### src/bba_pkg.sv
`default_nettype none
// ---------------------------------------------------------------------------
// bba_pkg
// Shared types and constants of the bitmap block allocator: bitmap geometry,
// request and status codes, controller states and the bitmap write bundle.
// ---------------------------------------------------------------------------
package bba_pkg;

  // bitmap geometry
  localparam int BITMAP_BYTES = 1024;
  localparam int BYTE_W       = 8;
  localparam int WORD_BYTES   = 8;
  localparam int WORD_W       = WORD_BYTES * BYTE_W;
  localparam int WORDS        = BITMAP_BYTES / WORD_BYTES;
  localparam int WADDR_W      = $clog2(WORDS);
  localparam int BSEL_W       = $clog2(WORD_BYTES);
  localparam int KSEL_W       = $clog2(BYTE_W);
  localparam int BIT_W        = $clog2(WORD_W);
  localparam int WLIM_W       = $clog2(WORDS + 1);

  // summary scan geometry
  localparam int SCAN_W       = 16;
  localparam int GROUPS       = WORDS / SCAN_W;
  localparam int GRP_W        = $clog2(GROUPS);
  localparam int OFF_W        = $clog2(SCAN_W);

  // field widths
  localparam int BLOCK_W      = 13;
  localparam int STATUS_W     = 2;
  localparam int LIM_W        = 11;

  // request codes
  localparam logic FUNC_ALLOC = 1'b0;
  localparam logic FUNC_FREE  = 1'b1;

  typedef enum logic [STATUS_W-1:0] {
    ST_DONE      = 2'd0,
    ST_FULL      = 2'd1,
    ST_NOT_ALLOC = 2'd2
  } status_t;

  typedef enum logic [1:0] {
    S_IDLE,
    S_SCAN,
    S_MOD
  } ctrl_state_t;

  // one bitmap word write, with the word's new full flag
  typedef struct packed {
    logic               en;
    logic [WADDR_W-1:0] addr;
    logic [WORD_W-1:0]  data;
    logic               full;
  } wr_t;

endpackage
`default_nettype wire

### src/bba_summary.sv
`default_nettype none
// ---------------------------------------------------------------------------
// bba_summary
// One full flag per bitmap word. Looks at one group of flags per cycle and
// returns the first word in the group that has a clear bit and lies inside
// the search bound.
// ---------------------------------------------------------------------------
module bba_summary (
  input  wire logic                        clk,
  input  wire logic                        rst,
  input  wire bba_pkg::wr_t                wr,
  input  wire logic [bba_pkg::GRP_W-1:0]   grp,
  input  wire logic [bba_pkg::WLIM_W-1:0]  words_lim,
  output logic                             hit,
  output logic      [bba_pkg::OFF_W-1:0]   hit_off
);

  logic [bba_pkg::WORDS-1:0]  full;
  logic [bba_pkg::SCAN_W-1:0] cand;

  // full flags follow every word write
  always_ff @(posedge clk) begin
    if (rst) begin
      full <= '0;
    end else if (wr.en) begin
      full[wr.addr] <= wr.full;
    end
  end

  // candidate words of the selected group
  always_comb begin
    logic [bba_pkg::WADDR_W-1:0] widx;
    for (int i = 0; i < bba_pkg::SCAN_W; i++) begin
      widx    = {grp, bba_pkg::OFF_W'(i)};
      cand[i] = !full[widx] && ({1'b0, widx} < words_lim);
    end
  end

  // lowest candidate wins
  always_comb begin
    hit     = 1'b0;
    hit_off = '0;
    for (int i = bba_pkg::SCAN_W - 1; i >= 0; i--) begin
      if (cand[i]) begin
        hit     = 1'b1;
        hit_off = bba_pkg::OFF_W'(i);
      end
    end
  end

endmodule
`default_nettype wire

### config.mk
export PLATFORM = sky130hd
export DESIGN_NAME = bba_summary
export DESIGN_NICKNAME = d
export VERILOG_FILES = /design/src/bba_pkg.sv /design/src/bba_summary.sv
export SDC_FILE = /design/constraint.sdc
export NUM_CORES = 1
export LEC_CHECK = 0
export BUFFER_PORTS_ARGS = -buffer_cell sky130_fd_sc_hd__buf_2
export CAP_MARGIN = 20
export CORE_MARGIN = 3
export CORE_UTILIZATION = 40
export CTS_BUF_LIST = sky130_fd_sc_hd__clkbuf_4 sky130_fd_sc_hd__clkbuf_8
export CTS_CLUSTER_SIZE = 28
export DETAILED_ROUTE_END_ITERATION = 16
export SLEW_MARGIN = 30
export SYNTH_ARGS = -nofsm -noshare
export SYNTH_HDL_FRONTEND = slang
export SYNTH_SLANG_ARGS = --single-unit
### constraint.sdc
create_clock -name clk -period 3.6 [get_ports clk]
set_clock_uncertainty 0.15 [all_clocks]
set_input_delay 0.18 -clock clk [delete_from_list [all_inputs] [get_ports clk]]
set_output_delay 0.18 -clock clk [all_outputs]
set_load 0.02 [all_outputs]
---- Yosys cells after proc, flatten, opt, wreduce, memory -nomap -nowiden ----
Cells that the tools add are included.
cells by class
  add/subtract/negate cells ............... 0
  multiply operators ...................... 0
  div/mod/pow operators ................... 0
  order comparisons ....................... 34
  eq/ne operators ......................... 0
  shift operators ......................... 0
  multiplexer cells ....................... 67
  bitwise operators ....................... 0
  reductions and logical operators ........ 33
operator list
  operator              count
  $lt A7 B8 Y1 const B  17
  $bwmux W128           1
  $lt A7 B8 Y1          16
  $mux W4               16
  $bmux W1 S3           16
  $mux W1               33
  $logic_and A1 B1 Y1   17
  $logic_not A1 Y1      16
  $demux W1 S7          1
  $ge A7 B1 Y1 const B  1
word-level totals
  register bits after elaboration ......... 128
  bits in latches ......................... 0
  RAM bits ................................ 0
  memory bits (read-only) ................. 0
  input port bits ......................... 86
  output and inout port bits .............. 5
  logic and storage cells ................. 135
  memories ................................ 0

---- Logic depth before layout (Yosys ltp) ----
  word-level depth ........................ 20
  mapped depth ............................ 11
  gate-level depth less buffers ........... 8

---- Least setup slack after synthesis ----
Ideal clock, no wire load.
  path kind ............................... input port to output port
  start point ............................. input grp[0] (netlist name)
  end point ............................... output hit_off[1] (netlist name)
  arrival time ............................ 2.779 ns
  required time ........................... 3.270 ns
  path slack .............................. 0.491 ns
  cell stages on the path ................. 11
  path buffers ............................ 3
  cells stage by stage .................... buf_6 buf_12 buf_2 inv_1 ha_1 nand4b_1 o22a_1 a22oi_1 a2bb2oi_1 nor3_1 o41ai_1
between the ends
  cells in the longest elaborated chain, start to end .. 20
  elaborated cells between the ends (all ways) .. 96
  classes of those cells .................. order compare: 16; mux: 48; reduce/logical: 32
ends and longest elaborated chain
  element                                                                RTL line           source
  start, declared                                                        bba_summary.sv:12  input wire logic [bba_pkg::GRP_W-1:0] grp,
  parallel branches: the longest is 19 deep, another holds $lt A7 B8 Y1  -
  $mux W4 *                                                              bba_summary.sv:44  if (cand[i]) begin
  end, declared                                                          bba_summary.sv:15  output logic [bba_pkg::OFF_W-1:0] hit_off
Every way passes the cells marked *. The select of a mux whose other input is x is not followed.

---- Worst setup path after layout ----
  start point ............................. register full[58] (netlist name)
  end point ............................... output hit_off[1] (netlist name)
between the ends
  cells in the longest elaborated chain, start to end .. 15
ends and longest elaborated chain
  element                          RTL line           source
  start, declared                  bba_summary.sv:18  logic [bba_pkg::WORDS-1:0] full;
  start signal, assigned by index  bba_summary.sv:26  full[wr.addr] <= wr.full;
  $bmux W1 S3                      bba_summary.sv:35  cand[i] = !full[widx] && ({1'b0, widx} < words_lim);
  $mux W1 (not written as such)    bba_summary.sv:35
  $logic_not A1 Y1                 bba_summary.sv:35
  $logic_and A1 B1 Y1              bba_summary.sv:35
  $mux W4 (11 in series)           bba_summary.sv:44
Every way passes these cells. The select of a mux whose other input is x is not followed.

==> summary.md <==
| Metric | Value |
|---|---|
| Die Y | roughly 140 um |
| Resized cells post-CTS | 0 |
| Routed length per placed instance | between 20 and 25 um |
| Area leader, netlist | dfxtp_1 |
| 1st-iter DRT viols | around 680 |
| Clock sinks | around 130 |
| Crit path kind | flop to primary output |
| Largest regs | full x128 |
| Post-synthesis adder-cell area fraction | 0.00748 |
| Syn nets | between 800 and 900 |
| FF+latch count, synth | 128 |
| Crit end category | primary output |
| Syn. warnings | 0 |
| Synth Area in Compound Gates | 0.222 |
| Max reg flops | 128 |
| CP Cell Sequence | mux4_2, nor2b_1, a2111oi_0, or2_2, nor3_1, o41ai_1, buf_2 |
| Slowest library cell on the worst path | a2111oi_0 |
| Post CTS Setup Buffer Count | 0 |
| DRT antenna net count | 0 |
| PortBufs | 26 |
| Async SR Flop Fraction | 0 |
| WP data required | about 3.3 ns |
| CTS tree | done |
| First-pass GRT wire length | 33200 um |
| Routed vias/inst | 6.23 |
| Vias in the first global route | ~5900 |
| Critical path launch point type | flop |
| Top post-synthesis cells by area | dfxtp_1 (38%), nand3_1 (9.7%), a21oi_1 (9.3%) |
| Pre-CTS WS | ~0.46 ns |
| Status | complete, no violations |
| Setup TNS | 0 ns |
| Setup slack after layout | about 0.42 ns |
| Synthesized cell area | approximately 6700 um2 |
| Top delay family on crit path | compound AO/OA/AOI/OAI gates |
| Fillers | ~1600 |
| Crit share post-route | 0.882 |
| Final Critical Period | ~3.2 ns |
| Commonest non-fill, non-tap cells in the layout | nand3_1 (129), dfxtp_1 (128), a21oi_1 (124) |
| Seq/Total Area, Yosys | 0.383 |
| VDD IR max | 229 uV |
| Max Cap Viol | 0 |
| Fin. Hold Viols | 0 |
| CTS clock-pin slew for the worst setup and hold paths | around 0.07 ns |
| # rows | between 40 and 50 |
| Nets | a little under 900 |
| Leak | 0.00242 uW |
| Yosys top cell area share | 0.383 |
| Core footprint | around 16000 um2 |
| Die X | around 140 um |
| Setup violators final | 0 |
| RSZ-0062 raised after global routing | false |
| EDFF count, synth | 0 |
| Final Cell Area | ~7300 um2 |
| Post-layout util | 0.451 |
| Area Growth Syn to Fin | 8.79% |
| I/O pin count | between 90 and 100 |
| RePlAce Congestion | 0.877 |
| Antenna violations before repair | 0 |
| Skew-Pair Late Insertion Delay | 0.45 ns |
| Xor/xnor share of the synthesized area | 0 |
| Top reg by flops | full |
| H-tree depth | 4 |
| Dpl cell area | between 6000 and 7000 um2 |
| Post-synthesis simple-gate area fraction | 0.197 |
| # diodes | 0 |
| CTS root buffer | clkbuf_8 |
| Max incr delay on CP | around 0.63 ns |
| HPWL after DPL | around 14000 um |
| All-Layer GR Usage | 0.237 |
| Top_reg_cell synth | dfxtp_1 |
| Netlist cell types | 54 |
| Worst path bufs/invs | 1 |
| DIE AREA | 18300 um2 |
| Overflow after GRT | 0 |
| Crit path arrival time | about 2.9 ns |
| Worst Path Max Fanout | 3 |
| Fmax | roughly 310 MHz |
| Max Slew Vio Count | 0 |
| CTS buffer count | 17 |
| Syn Inst Count | 802 |
| Power Density | between 300 and 400 nW/um2 |
| Maximum number of pins on one net before global-route repair | roughly 130 |
| Worst-margin pin slew | 1.02 ns |
| Post-synthesis mux area share | 0.141 |
| DRC Markers | 0 |
| Synth Area per Inst | roughly 8.3 um2 |
| Hold/Removal Path Class | input port to flop |
| CTS max path bufs | 2 |
| Vias | ~6300 |
| Largest family of logic cells by synthesized area | compound AO/OA/AOI/OAI gates |
| Pre-antenna DRT Iters | 5 |
| Layout cells sized above 1 | 0.138 |
| Relative slew slack | 0.318 |
| Initial Utilization | 0.415 |
| Most common cell after layout, fill and taps aside | nand3_1 |
| Drt total wl | 21400 um |
[synthesized netlist by cell type, types with 2 or more instances]
library cell  instances
a22oi_1               4
mux4_2               20
nor2_1               30
and3_1                4
inv_1                 5
o32ai_1               6
nor3b_1               5
dfxtp_1             128
nand3_1             129
a21o_1                3
mux2i_1              16
nand2b_1              6
mux4_1                8
nor4_1                3
and4b_1               2
buf_2                 3
or3_1                 2
o22a_1                2
a211oi_1              3
nor3_1               10
nand2_1              47
and2_1                3
ha_1                  4
or2_2                 3
mux2_2               11
and2_0                5
o21ai_0             117
a21oi_1             124
clkbuf_1             65
nor2b_1              10
[cells by family (layout without fill, tap and decap cells)]
family,count (synthesis),in the layout
flops,128,128
fa+ha+maj,4,4
mux,55,55
simple gates,265,265
buf+inv,77,75
compound gates,273,273
[metal layers]
layer	GRT usage	up-vias	share of wire
li1	-	2938	-
met1	0.320	3079	0.44
met2	0.366	263	0.45
met3	0.0553	47	0.073
met4	0.0985	0	0.034
met5	0	-	0
[path summary, 6_finish.rpt]
check | startpoint | end | slack [ns] | depth (start not counted)
worst max-delay path | full[58] | hit_off[1] | 0.42 | 7
worst min-delay path | wr[66] | full[28] | 0.07 | 4
worst max register to register | full[121] | full[121] | 2.74 | 2
worst min register to register | full[32] | full[32] | 0.31 | 2
[repair_timing]
action / CTS / global route
hold endpoints to repair: 1 / 0
hold buffers: 1 / 0
endpoints found under the setup margin: 0 / 0
[tightest hold or removal path: stages]
cell and delay, ns:
buf_2 0.14, nor3b_1 0.13, nand3_1 0.11, a21oi_1 0.06
[metrics by stage]
| stage | instances | total power (uW) | hold WS, ns |
|---|---|---|---|
| floorplan | 802 | 1640 | 0.282 |
| global placement | 986 | 1720 | 0.297 |
| detailed placement | 986 | 1730 | 0.301 |
| CTS | 1016 | 2830 | 0.0367 |
| global route | 1016 | 2910 | 0.106 |
| finish | 1016 | 2820 | 0.0711 |
[report_power, final]
part	switching (uW)	internal (uW)	total [uW]
Clock	551	568	1120
Combinational	205	77.4	282
Sequential	1.45	1420	1420
[final cells by class]
cell class / count / area [um2] / share of cell area
multi-input cells: 597 / 3820 / 0.525
flip-flops and latches: 128 / 2560 / 0.352
clock buffers: 23 / 317 / 0.0435
well taps: 216 / 270 / 0.0371
repair buffers: 41 / 254 / 0.0349
clock inverters: 6 / 32.5 / 0.00447
inverters: 5 / 18.8 / 0.00258
(Power assumes the default switching activity.)
