--- src/bba_pkg.sv ---
`default_nettype none
// ---------------------------------------------------------------------------
// bba_pkg
// Shared types and constants of the bitmap block allocator: bitmap geometry,
// request and status codes, controller states and the bitmap write bundle.
// ---------------------------------------------------------------------------
package bba_pkg;

  // bitmap geometry
  localparam int BITMAP_BYTES = 1024;
  localparam int BYTE_W       = 8;
  localparam int WORD_BYTES   = 8;
  localparam int WORD_W       = WORD_BYTES * BYTE_W;
  localparam int WORDS        = BITMAP_BYTES / WORD_BYTES;
  localparam int WADDR_W      = $clog2(WORDS);
  localparam int BSEL_W       = $clog2(WORD_BYTES);
  localparam int KSEL_W       = $clog2(BYTE_W);
  localparam int BIT_W        = $clog2(WORD_W);
  localparam int WLIM_W       = $clog2(WORDS + 1);

  // summary scan geometry
  localparam int SCAN_W       = 16;
  localparam int GROUPS       = WORDS / SCAN_W;
  localparam int GRP_W        = $clog2(GROUPS);
  localparam int OFF_W        = $clog2(SCAN_W);

  // field widths
  localparam int BLOCK_W      = 13;
  localparam int STATUS_W     = 2;
  localparam int LIM_W        = 11;

  // request codes
  localparam logic FUNC_ALLOC = 1'b0;
  localparam logic FUNC_FREE  = 1'b1;

  typedef enum logic [STATUS_W-1:0] {
    ST_DONE      = 2'd0,
    ST_FULL      = 2'd1,
    ST_NOT_ALLOC = 2'd2
  } status_t;

  typedef enum logic [1:0] {
    S_IDLE,
    S_SCAN,
    S_MOD
  } ctrl_state_t;

  // one bitmap word write, with the word's new full flag
  typedef struct packed {
    logic               en;
    logic [WADDR_W-1:0] addr;
    logic [WORD_W-1:0]  data;
    logic               full;
  } wr_t;

endpackage
`default_nettype wire

--- src/bba_if.sv ---
`default_nettype none
// ---------------------------------------------------------------------------
// bba channel interfaces
// Request, response and configuration channels, each with valid and ready.
// ---------------------------------------------------------------------------
interface bba_req_if;
  logic                        valid;
  logic                        ready;
  logic                        func;
  logic [bba_pkg::BLOCK_W-1:0] block_number;

  modport source (output valid, func, block_number, input ready);
  modport sink   (input valid, func, block_number, output ready);
endinterface

interface bba_rsp_if;
  logic                         valid;
  logic                         ready;
  logic [bba_pkg::STATUS_W-1:0] status;
  logic [bba_pkg::BLOCK_W-1:0]  allocated_block;

  modport source (output valid, status, allocated_block, input ready);
  modport sink   (input valid, status, allocated_block, output ready);
endinterface

interface bba_cfg_if;
  logic                      valid;
  logic                      ready;
  logic [bba_pkg::LIM_W-1:0] data;

  modport source (output valid, data, input ready);
  modport sink   (input valid, data, output ready);
endinterface
`default_nettype wire

--- src/bba_ctrl.sv ---
`default_nettype none
// ---------------------------------------------------------------------------
// bba_ctrl
// Request sequencer: holds the search bound, steps the summary scan, issues
// the bitmap read, modifies the word, writes it back and loads the response.
// ---------------------------------------------------------------------------
module bba_ctrl (
  input  wire logic                        clk,
  input  wire logic                        rst,
  bba_req_if.sink                          req,
  bba_rsp_if.source                        rsp,
  bba_cfg_if.sink                          cfg,
  output logic                             rd_en,
  output logic      [bba_pkg::WADDR_W-1:0] rd_addr,
  input  wire logic [bba_pkg::WORD_W-1:0]  rd_data,
  output bba_pkg::wr_t                     wr,
  output logic      [bba_pkg::GRP_W-1:0]   grp,
  output logic      [bba_pkg::WLIM_W-1:0]  words_lim,
  input  wire logic                        hit,
  input  wire logic [bba_pkg::OFF_W-1:0]   hit_off
);

  bba_pkg::ctrl_state_t state, state_next;

  logic [bba_pkg::LIM_W-1:0]   lim;
  logic [bba_pkg::LIM_W-1:0]   lim_next;
  logic [bba_pkg::LIM_W-1:0]   lim_round;
  logic                        func_r;
  logic [bba_pkg::BLOCK_W-1:0] blk_r;
  logic [bba_pkg::WADDR_W-1:0] word;
  logic                        found;
  logic                        load;
  bba_pkg::status_t            res_status;
  logic [bba_pkg::BLOCK_W-1:0] res_block;
  logic                        rsp_valid;
  bba_pkg::status_t            rsp_status;
  logic [bba_pkg::BLOCK_W-1:0] rsp_block;
  logic                        req_fire;

  // allocation search inside the read word
  logic [bba_pkg::WORD_BYTES-1:0] byte_ok;
  logic                           byte_hit;
  logic [bba_pkg::BSEL_W-1:0]     sel_j;
  logic [bba_pkg::BYTE_W-1:0]     sel_byte;
  logic [bba_pkg::KSEL_W-1:0]     sel_k;
  logic [bba_pkg::BIT_W-1:0]      alloc_bit;
  logic [bba_pkg::WORD_W-1:0]     alloc_word;
  logic [bba_pkg::WORD_W-1:0]     free_word;

  assign req_fire = req.valid && req.ready;
  assign load     = !rsp_valid || rsp.ready;

  // search bound, clamped to the bitmap
  assign cfg.ready = 1'b1;
  assign lim_next  = (cfg.data > bba_pkg::LIM_W'(bba_pkg::BITMAP_BYTES)) ?
                     bba_pkg::LIM_W'(bba_pkg::BITMAP_BYTES) : cfg.data;
  assign lim_round = lim + bba_pkg::LIM_W'(bba_pkg::WORD_BYTES - 1);
  assign words_lim = bba_pkg::WLIM_W'(lim_round >> bba_pkg::BSEL_W);

  always_ff @(posedge clk) begin
    if (rst) begin
      lim <= bba_pkg::LIM_W'(bba_pkg::BITMAP_BYTES);
    end else if (cfg.valid && cfg.ready) begin
      lim <= lim_next;
    end
  end

  // bytes of the word that lie in the bound and have a clear bit
  always_comb begin
    for (int j = 0; j < bba_pkg::WORD_BYTES; j++) begin
      byte_ok[j] = ({1'b0, word, bba_pkg::BSEL_W'(j)} < lim) &&
                   (rd_data[j*bba_pkg::BYTE_W +: bba_pkg::BYTE_W] != '1);
    end
  end

  // first such byte, then its first clear bit
  always_comb begin
    byte_hit = 1'b0;
    sel_j    = '0;
    for (int j = bba_pkg::WORD_BYTES - 1; j >= 0; j--) begin
      if (byte_ok[j]) begin
        byte_hit = 1'b1;
        sel_j    = bba_pkg::BSEL_W'(j);
      end
    end
    sel_byte = rd_data[sel_j*bba_pkg::BYTE_W +: bba_pkg::BYTE_W];
    sel_k    = '0;
    for (int k = bba_pkg::BYTE_W - 1; k >= 0; k--) begin
      if (!sel_byte[k]) begin
        sel_k = bba_pkg::KSEL_W'(k);
      end
    end
  end

  assign alloc_bit  = {sel_j, sel_k};
  assign alloc_word = rd_data | (bba_pkg::WORD_W'(1) << alloc_bit);
  assign free_word  = rd_data & ~(bba_pkg::WORD_W'(1) << blk_r[bba_pkg::BIT_W-1:0]);

  // next state
  always_comb begin
    state_next = state;
    unique case (state)
      bba_pkg::S_IDLE: begin
        if (req_fire) begin
          state_next = (req.func == bba_pkg::FUNC_FREE) ? bba_pkg::S_MOD : bba_pkg::S_SCAN;
        end
      end
      bba_pkg::S_SCAN: begin
        if (hit || grp == bba_pkg::GRP_W'(bba_pkg::GROUPS - 1)) begin
          state_next = bba_pkg::S_MOD;
        end
      end
      bba_pkg::S_MOD: begin
        if (load) begin
          state_next = bba_pkg::S_IDLE;
        end
      end
      default: state_next = bba_pkg::S_IDLE;
    endcase
  end

  // outputs of each state
  always_comb begin
    req.ready  = 1'b0;
    rd_en      = 1'b0;
    rd_addr    = {grp, hit_off};
    wr         = '0;
    res_status = bba_pkg::ST_DONE;
    res_block  = '0;
    unique case (state)
      bba_pkg::S_IDLE: begin
        req.ready = 1'b1;
        if (req.valid && req.func == bba_pkg::FUNC_FREE) begin
          rd_en   = 1'b1;
          rd_addr = req.block_number[bba_pkg::BLOCK_W-1:bba_pkg::BIT_W];
        end
      end
      bba_pkg::S_SCAN: begin
        rd_en = hit;
      end
      bba_pkg::S_MOD: begin
        if (func_r == bba_pkg::FUNC_FREE) begin
          wr.addr = blk_r[bba_pkg::BLOCK_W-1:bba_pkg::BIT_W];
          wr.data = free_word;
          wr.full = 1'b0;
          if (rd_data[blk_r[bba_pkg::BIT_W-1:0]]) begin
            wr.en = load;
          end else begin
            res_status = bba_pkg::ST_NOT_ALLOC;
          end
        end else begin
          wr.addr = word;
          wr.data = alloc_word;
          wr.full = &alloc_word;
          if (found && byte_hit) begin
            wr.en     = load;
            res_block = {word, alloc_bit};
          end else begin
            res_status = bba_pkg::ST_FULL;
          end
        end
      end
      default: begin
        req.ready = 1'b0;
      end
    endcase
  end

  // state and request registers
  always_ff @(posedge clk) begin
    if (rst) begin
      state <= bba_pkg::S_IDLE;
      grp   <= '0;
    end else begin
      state <= state_next;
      if (state == bba_pkg::S_IDLE) begin
        grp <= '0;
      end else if (state == bba_pkg::S_SCAN) begin
        grp <= grp + 1'b1;
      end
    end
  end

  always_ff @(posedge clk) begin
    if (req_fire) begin
      func_r <= req.func;
      blk_r  <= req.block_number;
    end
    if (state == bba_pkg::S_SCAN) begin
      found <= hit;
      word  <= {grp, hit_off};
    end
  end

  // response register
  always_ff @(posedge clk) begin
    if (rst) begin
      rsp_valid <= 1'b0;
    end else if (state == bba_pkg::S_MOD && load) begin
      rsp_valid <= 1'b1;
    end else if (rsp.ready) begin
      rsp_valid <= 1'b0;
    end
  end

  always_ff @(posedge clk) begin
    if (state == bba_pkg::S_MOD && load) begin
      rsp_status <= res_status;
      rsp_block  <= res_block;
    end
  end

  assign rsp.valid           = rsp_valid;
  assign rsp.status          = rsp_status;
  assign rsp.allocated_block = rsp_block;

endmodule
`default_nettype wire

--- src/flat_wrapper.sv ---
// flat-port wrapper written by rule: the top's interface ports become plain ports
module bba_ctrl_flat 
  (clk, rst, rd_en, rd_addr, rd_data, wr, grp, words_lim, hit, hit_off, req_valid, req_func, req_block_number, req_ready, rsp_valid, rsp_status, rsp_allocated_block, rsp_ready, cfg_valid, cfg_data, cfg_ready);
  bba_req_if req_i ();
  bba_rsp_if rsp_i ();
  bba_cfg_if cfg_i ();
  input  wire logic clk;
  input  wire logic rst;
  output logic rd_en;
  output logic      [bba_pkg::WADDR_W-1:0] rd_addr;
  input  wire logic [bba_pkg::WORD_W-1:0] rd_data;
  output bba_pkg::wr_t wr;
  output logic      [bba_pkg::GRP_W-1:0] grp;
  output logic      [bba_pkg::WLIM_W-1:0] words_lim;
  input  wire logic hit;
  input  wire logic [bba_pkg::OFF_W-1:0] hit_off;
  input wire logic [$bits(req_i.valid)-1:0] req_valid;
  input wire logic [$bits(req_i.func)-1:0] req_func;
  input wire logic [$bits(req_i.block_number)-1:0] req_block_number;
  output wire logic [$bits(req_i.ready)-1:0] req_ready;
  output wire logic [$bits(rsp_i.valid)-1:0] rsp_valid;
  output wire logic [$bits(rsp_i.status)-1:0] rsp_status;
  output wire logic [$bits(rsp_i.allocated_block)-1:0] rsp_allocated_block;
  input wire logic [$bits(rsp_i.ready)-1:0] rsp_ready;
  input wire logic [$bits(cfg_i.valid)-1:0] cfg_valid;
  input wire logic [$bits(cfg_i.data)-1:0] cfg_data;
  output wire logic [$bits(cfg_i.ready)-1:0] cfg_ready;
  assign req_i.valid = req_valid;
  assign req_i.func = req_func;
  assign req_i.block_number = req_block_number;
  assign req_ready = req_i.ready;
  assign rsp_valid = rsp_i.valid;
  assign rsp_status = rsp_i.status;
  assign rsp_allocated_block = rsp_i.allocated_block;
  assign rsp_i.ready = rsp_ready;
  assign cfg_i.valid = cfg_valid;
  assign cfg_i.data = cfg_data;
  assign cfg_ready = cfg_i.ready;
  bba_ctrl u_core (.clk(clk), .rst(rst), .req(req_i), .rsp(rsp_i), .cfg(cfg_i), .rd_en(rd_en), .rd_addr(rd_addr), .rd_data(rd_data), .wr(wr), .grp(grp), .words_lim(words_lim), .hit(hit), .hit_off(hit_off));
endmodule
--- config.mk ---
export PLATFORM = sky130hd
export DESIGN_NAME = bba_ctrl_flat
export DESIGN_NICKNAME = d
export VERILOG_FILES = /design/src/bba_pkg.sv /design/src/bba_if.sv /design/src/bba_ctrl.sv /design/src/flat_wrapper.sv
export SDC_FILE = /design/constraint.sdc
export NUM_CORES = 1
export LEC_CHECK = 0
export BUFFER_PORTS_ARGS = -buffer_cell sky130_fd_sc_hd__buf_4
export CAP_MARGIN = 30
export CORE_MARGIN = 2
export CORE_UTILIZATION = 40
export DETAILED_ROUTE_END_ITERATION = 12
export GPL_TIMING_DRIVEN = 0
export PLACE_DENSITY = 0.66
export SKIP_CTS_REPAIR_TIMING = 1
export SYNTH_ARGS = -nofsm -noshare
export SYNTH_HDL_FRONTEND = slang
export SYNTH_SLANG_ARGS = --single-unit
--- constraint.sdc ---
create_clock -name clk -period 7.35 [get_ports clk]
set_input_delay 1.1025 -clock clk [delete_from_list [all_inputs] [get_ports clk]]
set_output_delay 1.1025 -clock clk [all_outputs]
set_load 0.1 [all_outputs]
* After elaboration in Yosys (flattened, before gate mapping)
Index checks and enable logic that the tools add are counted.
** Storage, ports and cells
- Flip-flop bits (word level) :: 54
- Input port bits :: 99
- Output and inout bits :: 110
- Logic and storage cells :: 111
** Cells by class
- $add $sub $neg :: 2
- Magnitude comparators :: 10
- Eq/ne operators :: 14
- Shift operators :: 3
- Multiplexer cells :: 46
- Bitwise logic cells :: 5
- Reductions and logical operators :: 21
** Operators with widths (count)
- 73-bit two-way mux :: 2
- 1-bit by 6-bit << shifter with 64-bit output, first input constant :: 2
- 10-bit by 11-bit less-than comparator with 1-bit output :: 8
- 64-bit AND :: 1
- 8-bit != test, second input constant :: 8
- 64-bit NOT :: 1
- 64-bit bitwise OR :: 1
- 64-bit AND reduction :: 1
- 64-bit by 7-bit variable part select with 8-bit output :: 1
- 3-bit two-way mux :: 16
- 1-bit two-way mux :: 16
- 7-bit two-way mux :: 2
- 1-bit logical AND :: 12
- 2-bit two-way mux :: 6
- 11-bit by 3-bit adder with 11-bit output, second input constant :: 1
- 11-bit greater-than comparator, second input constant :: 1
- 11-bit two-way mux :: 1
- 6-bit by 7-bit less-than comparator with 1-bit output, second input constant :: 1
- 1-bit binary-select mux with 6-bit select :: 1
- 2-bit by 1-bit != test with 1-bit output, second input constant :: 3
- 2-bit case mux with 3 select lines :: 1
- 3-bit by 1-bit adder with 3-bit output, second input constant :: 1
- 3-bit equality test, second input constant :: 1
- 3-bit AND reduction :: 1
- 10 further kinds :: 12

* Longest topological paths before layout
- Depth in word-level cells :: 24
- Mapped depth :: 23
- Depth with buffers taken out :: 18

* Least setup slack after synthesis
Ideal clock, no wire load.
- Kind :: input to output
- Start :: input rd_data[30] (netlist bit)
- End :: output wr[60] (netlist bit)
- Arrival :: 6.496 ns
- Data required time :: 6.247 ns
- Setup slack :: -0.248 ns
- Stages on the path :: 16
- Path buffers :: 2
- Cells stage by stage :: nand2_1 or3_1 a2bb2o_2 or4_4 and2_1 buf_6 o22ai_1 nor3_1 o22ai_1 o21bai_1 a21oi_1 o21ai_0 clkbuf_1 nor3_1 a21oi_1 a211oi_1
** RTL lines
- from (decl) :: line flat_wrapper.sv:11 : input wire logic [bba_pkg::WORD_W-1:0] rd_data;
- to (decl) :: line flat_wrapper.sv:12 : output bba_pkg::wr_t wr;

==> summary.txt <==
Status
  • Status: complete, but fails checks
  • Violated checks: negative setup slack

Synthesis
  • Syn Nets: around 940
  • Mapped Area: roughly 6300 um2
  • Netlist cell types: 81
  • Ys flop type: edfxtp_1
  • Syn_area_per_cell: approximately 7.6 um2
  • Post-Syn Instances: 834
  • Post-synthesis register bit count: 54
  • Synth Warn #: 0
  • Synth async-reset ratio: 0
  • Simple-gate share of the synthesized area: 0.309
  • Seq/Total Area, Yosys: 0.230
  • Adder-cell share of the synthesized area: 0.0198
  • Xor and xnor area share after synthesis: 0.0111
  • Number of flops mapped to enable cells by yosys: 37
  • Main combinational cell family by area after synthesis: simple AND/OR/NAND/NOR gates
  • Compound-gate portion of the synthesized area: 0.272
  • Mux cell area share after synthesis: 0.113

Clock network
  • Worst-Skew Late Latency: approximately 0.30 ns
  • Num CTS Buffers: 5
  • Sink Count: 54
  • H-tree levels: 2
  • Maximum root-to-sink buffer count: 2
  • CTS tree: yes
  • Root buf cell: clkbuf_16
  • Clock transition at path regs: 0.07 ns

Critical path
  • R2r setup slk: 2.39 ns
  • Worst Setup End Kind: output port
  • Critical path required time: about 6.3 ns
  • Worst endpoint data arrival time: 6.27 ns
  • Worst-path fanout max: 10
  • Critical path origin: rd_data[55]
  • Worst r2r src: u_core.word[5]
  • R2r endpoint: u_core.rsp.allocated_block[1]
  • Path depth of the worst reg2reg path: 15
  • Startpoint type of the worst setup path: primary input
  • CP Class: primary input to output port

Floorplan
  • Die area: around 17000 um2
  • Core area: about 15000 um2
  • # rows: 45
  • Die H: 130 um
  • Boundary pin count: 209
  • Initial Utilization: 0.412
  • Die Span X: around 130 um

Cells and area
  • Area of the multi-input gates: 4760 um2
  • Net count of the finished layout: 1167
  • Reg area: about 1500 um2
  • ANT cells: 0
  • Share of layout cells above drive strength 1: 0.318
  • Filler cells: approximately 1500
  • Area grow syn2layout: 35.8%
  • Final Core Density: 0.560
  • Cell Count, Final, Fillers Out: 1270

STA
  • Worst hold margin: between 0.4 and 0.5 ns
  • Tcrit/Tclk final: 1.00
  • RSZ-0062 raised after global routing: true
  • Minimum clock period: ~7.4 ns
  • Final hold vios: 0
  • Max-slew violations: 0
  • Endpoints failing setup: 1
  • Final WS setup: -0.0270 ns
  • Worst Tran Pin Value: ~1.1 ns
  • Max_slew headroom: 0.263
  • Skew final: roughly 0.0035 ns
  • Fmax: ~0.14 GHz

GRT
  • Global route overflow: 0
  • Largest net degree at the start of global routing: 18
  • First-pass GRT wire length: approximately 50 mm
  • Number of global-route vias before repair: around 7800
  • Initial antenna violation count: 2
  • Total track usage: 0.410

Routing
  • Drt initial violations: 1255
  • Routed vias: 8528
  • Vias per inst: about 6.7
  • Routed WL: 35.4 mm
  • DRC Markers: 0
  • Mean routed wirelength per cell: ~28 um
  • Antenna-violating nets left: 0
  • Detailed Routing Iterations Pass 1: 8

Placement
  • DP Cell Count: about 1300
  • Input/output buffers: 207
  • Placement Setup Slack: -0.406 ns
  • DPL Wire Length: 27.2 mm
  • RePlAce Congestion: 1.08

Power and ir drop
  • Clock power share: 0.212
  • Power Density: roughly 150 nW/um2
  • Switching Fraction: 0.478
  • Leak: ~3.3 nW
  • Switching power: around 0.00062 W
  • Combinational share of power: 0.518
  • Pint: approximately 0.00068 W
  • Sequential power share: 0.271
  • Maximum vdd drop: ~0.00012 V
  • Total power: about 0.0013 W

Hold path
  • Worst Hold Path Cells: 2
  • Hold Path End: u_core.lim[4]
  • Worst hold-check path type: flop to flop
  • Hold Crit Start: u_core.lim[4]

Run
  • Max_cap viols: 0
[power groups by stage]
stage	Clock (W)	Sequential [W]	Combinational, W
3_3_place_gp	0	0.000357	0.000637
4_1_cts	0.000276	0.000351	0.000639
2_1_floorplan	0	0.000393	0.000385
5_1_grt	0.000290	0.000352	0.000687
3_5_place_dp	0	0.000357	0.000638
6_report	0.000274	0.000351	0.000671
[per-stage QoR]
stage / setup TNS, ns / cell area, um2
finish: -0.0270 / 8570
global route: -0.220 / 8570
CTS: -4.70 / 8430
detailed placement: -2.29 / 8250
global placement: -8.16 / 8210
floorplan: 0 / 6390
[layout by cell type, fill, tap and decap left out, drive strengths merged, types with 10 or more instances in the layout]
cell type / count
buf: 235
nand2: 94
a21oi: 90
nor2: 90
o21ai: 69
clkbuf: 41
nor3: 41
edfxtp: 37
nand3: 31
nand4: 22
mux4: 22
a211oi: 19
nor2b: 18
and3: 17
dfxtp: 17
nand2b: 15
mux2i: 13
a31oi: 13
o22ai: 12
inv: 12
nor4: 11
ha: 10
[worst max-delay path: stages]
cell	delay (ns)
buf_4	0.16
nand2_1	0.11
nor3_1	0.43
o22ai_1	0.25
o21a_1	0.26
o21ai_1	0.73
nand2_1	0.13
nand3_1	0.11
and3_1	0.25
nor2b_1	0.14
buf_2	0.20
a21o_1	0.14
buf_2	0.21
clkbuf_1	0.66
nand2_1	0.14
o21ba_2	0.26
nor4_1	0.23
nand4_1	0.24
nor4_4	0.25
buf_6	0.27
[final cells by class]
class / instances / area share
well taps: 211 / 0.0308
flip-flops and latches: 54 / 0.169
clock buffers: 7 / 0.0191
clock inverters: 1 / 0.00102
multi-input cells: 717 / 0.556
repair buffers: 220 / 0.193
inverters: 11 / 0.00482
plain buffers: 49 / 0.0264
[registers in the layout (all words and copies together), names as in the netlist]
register and flops:
u_core.grp 3, u_core.blk_r 13, u_core.lim 11, u_core.word 7
u_core.rsp.valid 1, u_core.state 2, u_core.rsp.status 2, u_core.found 1
u_core.func_r 1, u_core.rsp.allocated_block 13
[metal layers]
metal / global-route usage / vias to the layer above / share of wire
met5: 0.0176 / - / 0.0021
met4: 0.188 / 4 / 0.057
met3: 0.136 / 148 / 0.15
met2: 0.577 / 737 / 0.41
met1: 0.566 / 3996 / 0.38
li1: - / 3643 / -
[how the worst max path moves through the flow]
stage	to	slack [ns]
after floorplan	wr[5]	0.05
after global placement	wr[0]	-0.59
after detailed placement	wr[0]	-0.41
after CTS	wr[0]	-0.62
after global routing	wr[0]	-0.22
final	wr[0]	-0.03
[synth_stat cells, drive strengths merged, types with 8 or more instances]
cell type  number  area [um2]
ha             10         125
nand3          31         160
xnor2           8        70.1
or3             8        60.1
a31oi          13        81.3
nand4          22         138
nor2           90         345
nor4           11        81.3
or2             8        50.1
o22ai          12        75.1
dfxtp          17         340
clkbuf         37         139
buf            15        96.3
a211oi         19         143
o21ai          69         353
mux4           22         495
nand2          94         355
and3           17         106
edfxtp         37        1110
nand2b         15        93.8
nor3           41         220
a21oi          90         450
mux2            8        90.1
nor2b          18         113
inv            11        41.3
mux2i          13         130
[cells by family (layout without fill, tap and decap cells)]
kind of cell | after synthesis | after routing
XOR/XNOR | 8 | 8
AND/OR/NAND/NOR | 382 | 382
AO/OA/AOI/OAI | 273 | 273
flip-flops | 54 | 54
buffers and inverters | 63 | 288
adder cells (fa/ha/maj) | 10 | 10
multiplexers | 43 | 43
other | 1 | 1
Power figures use the tool's default switching activity.
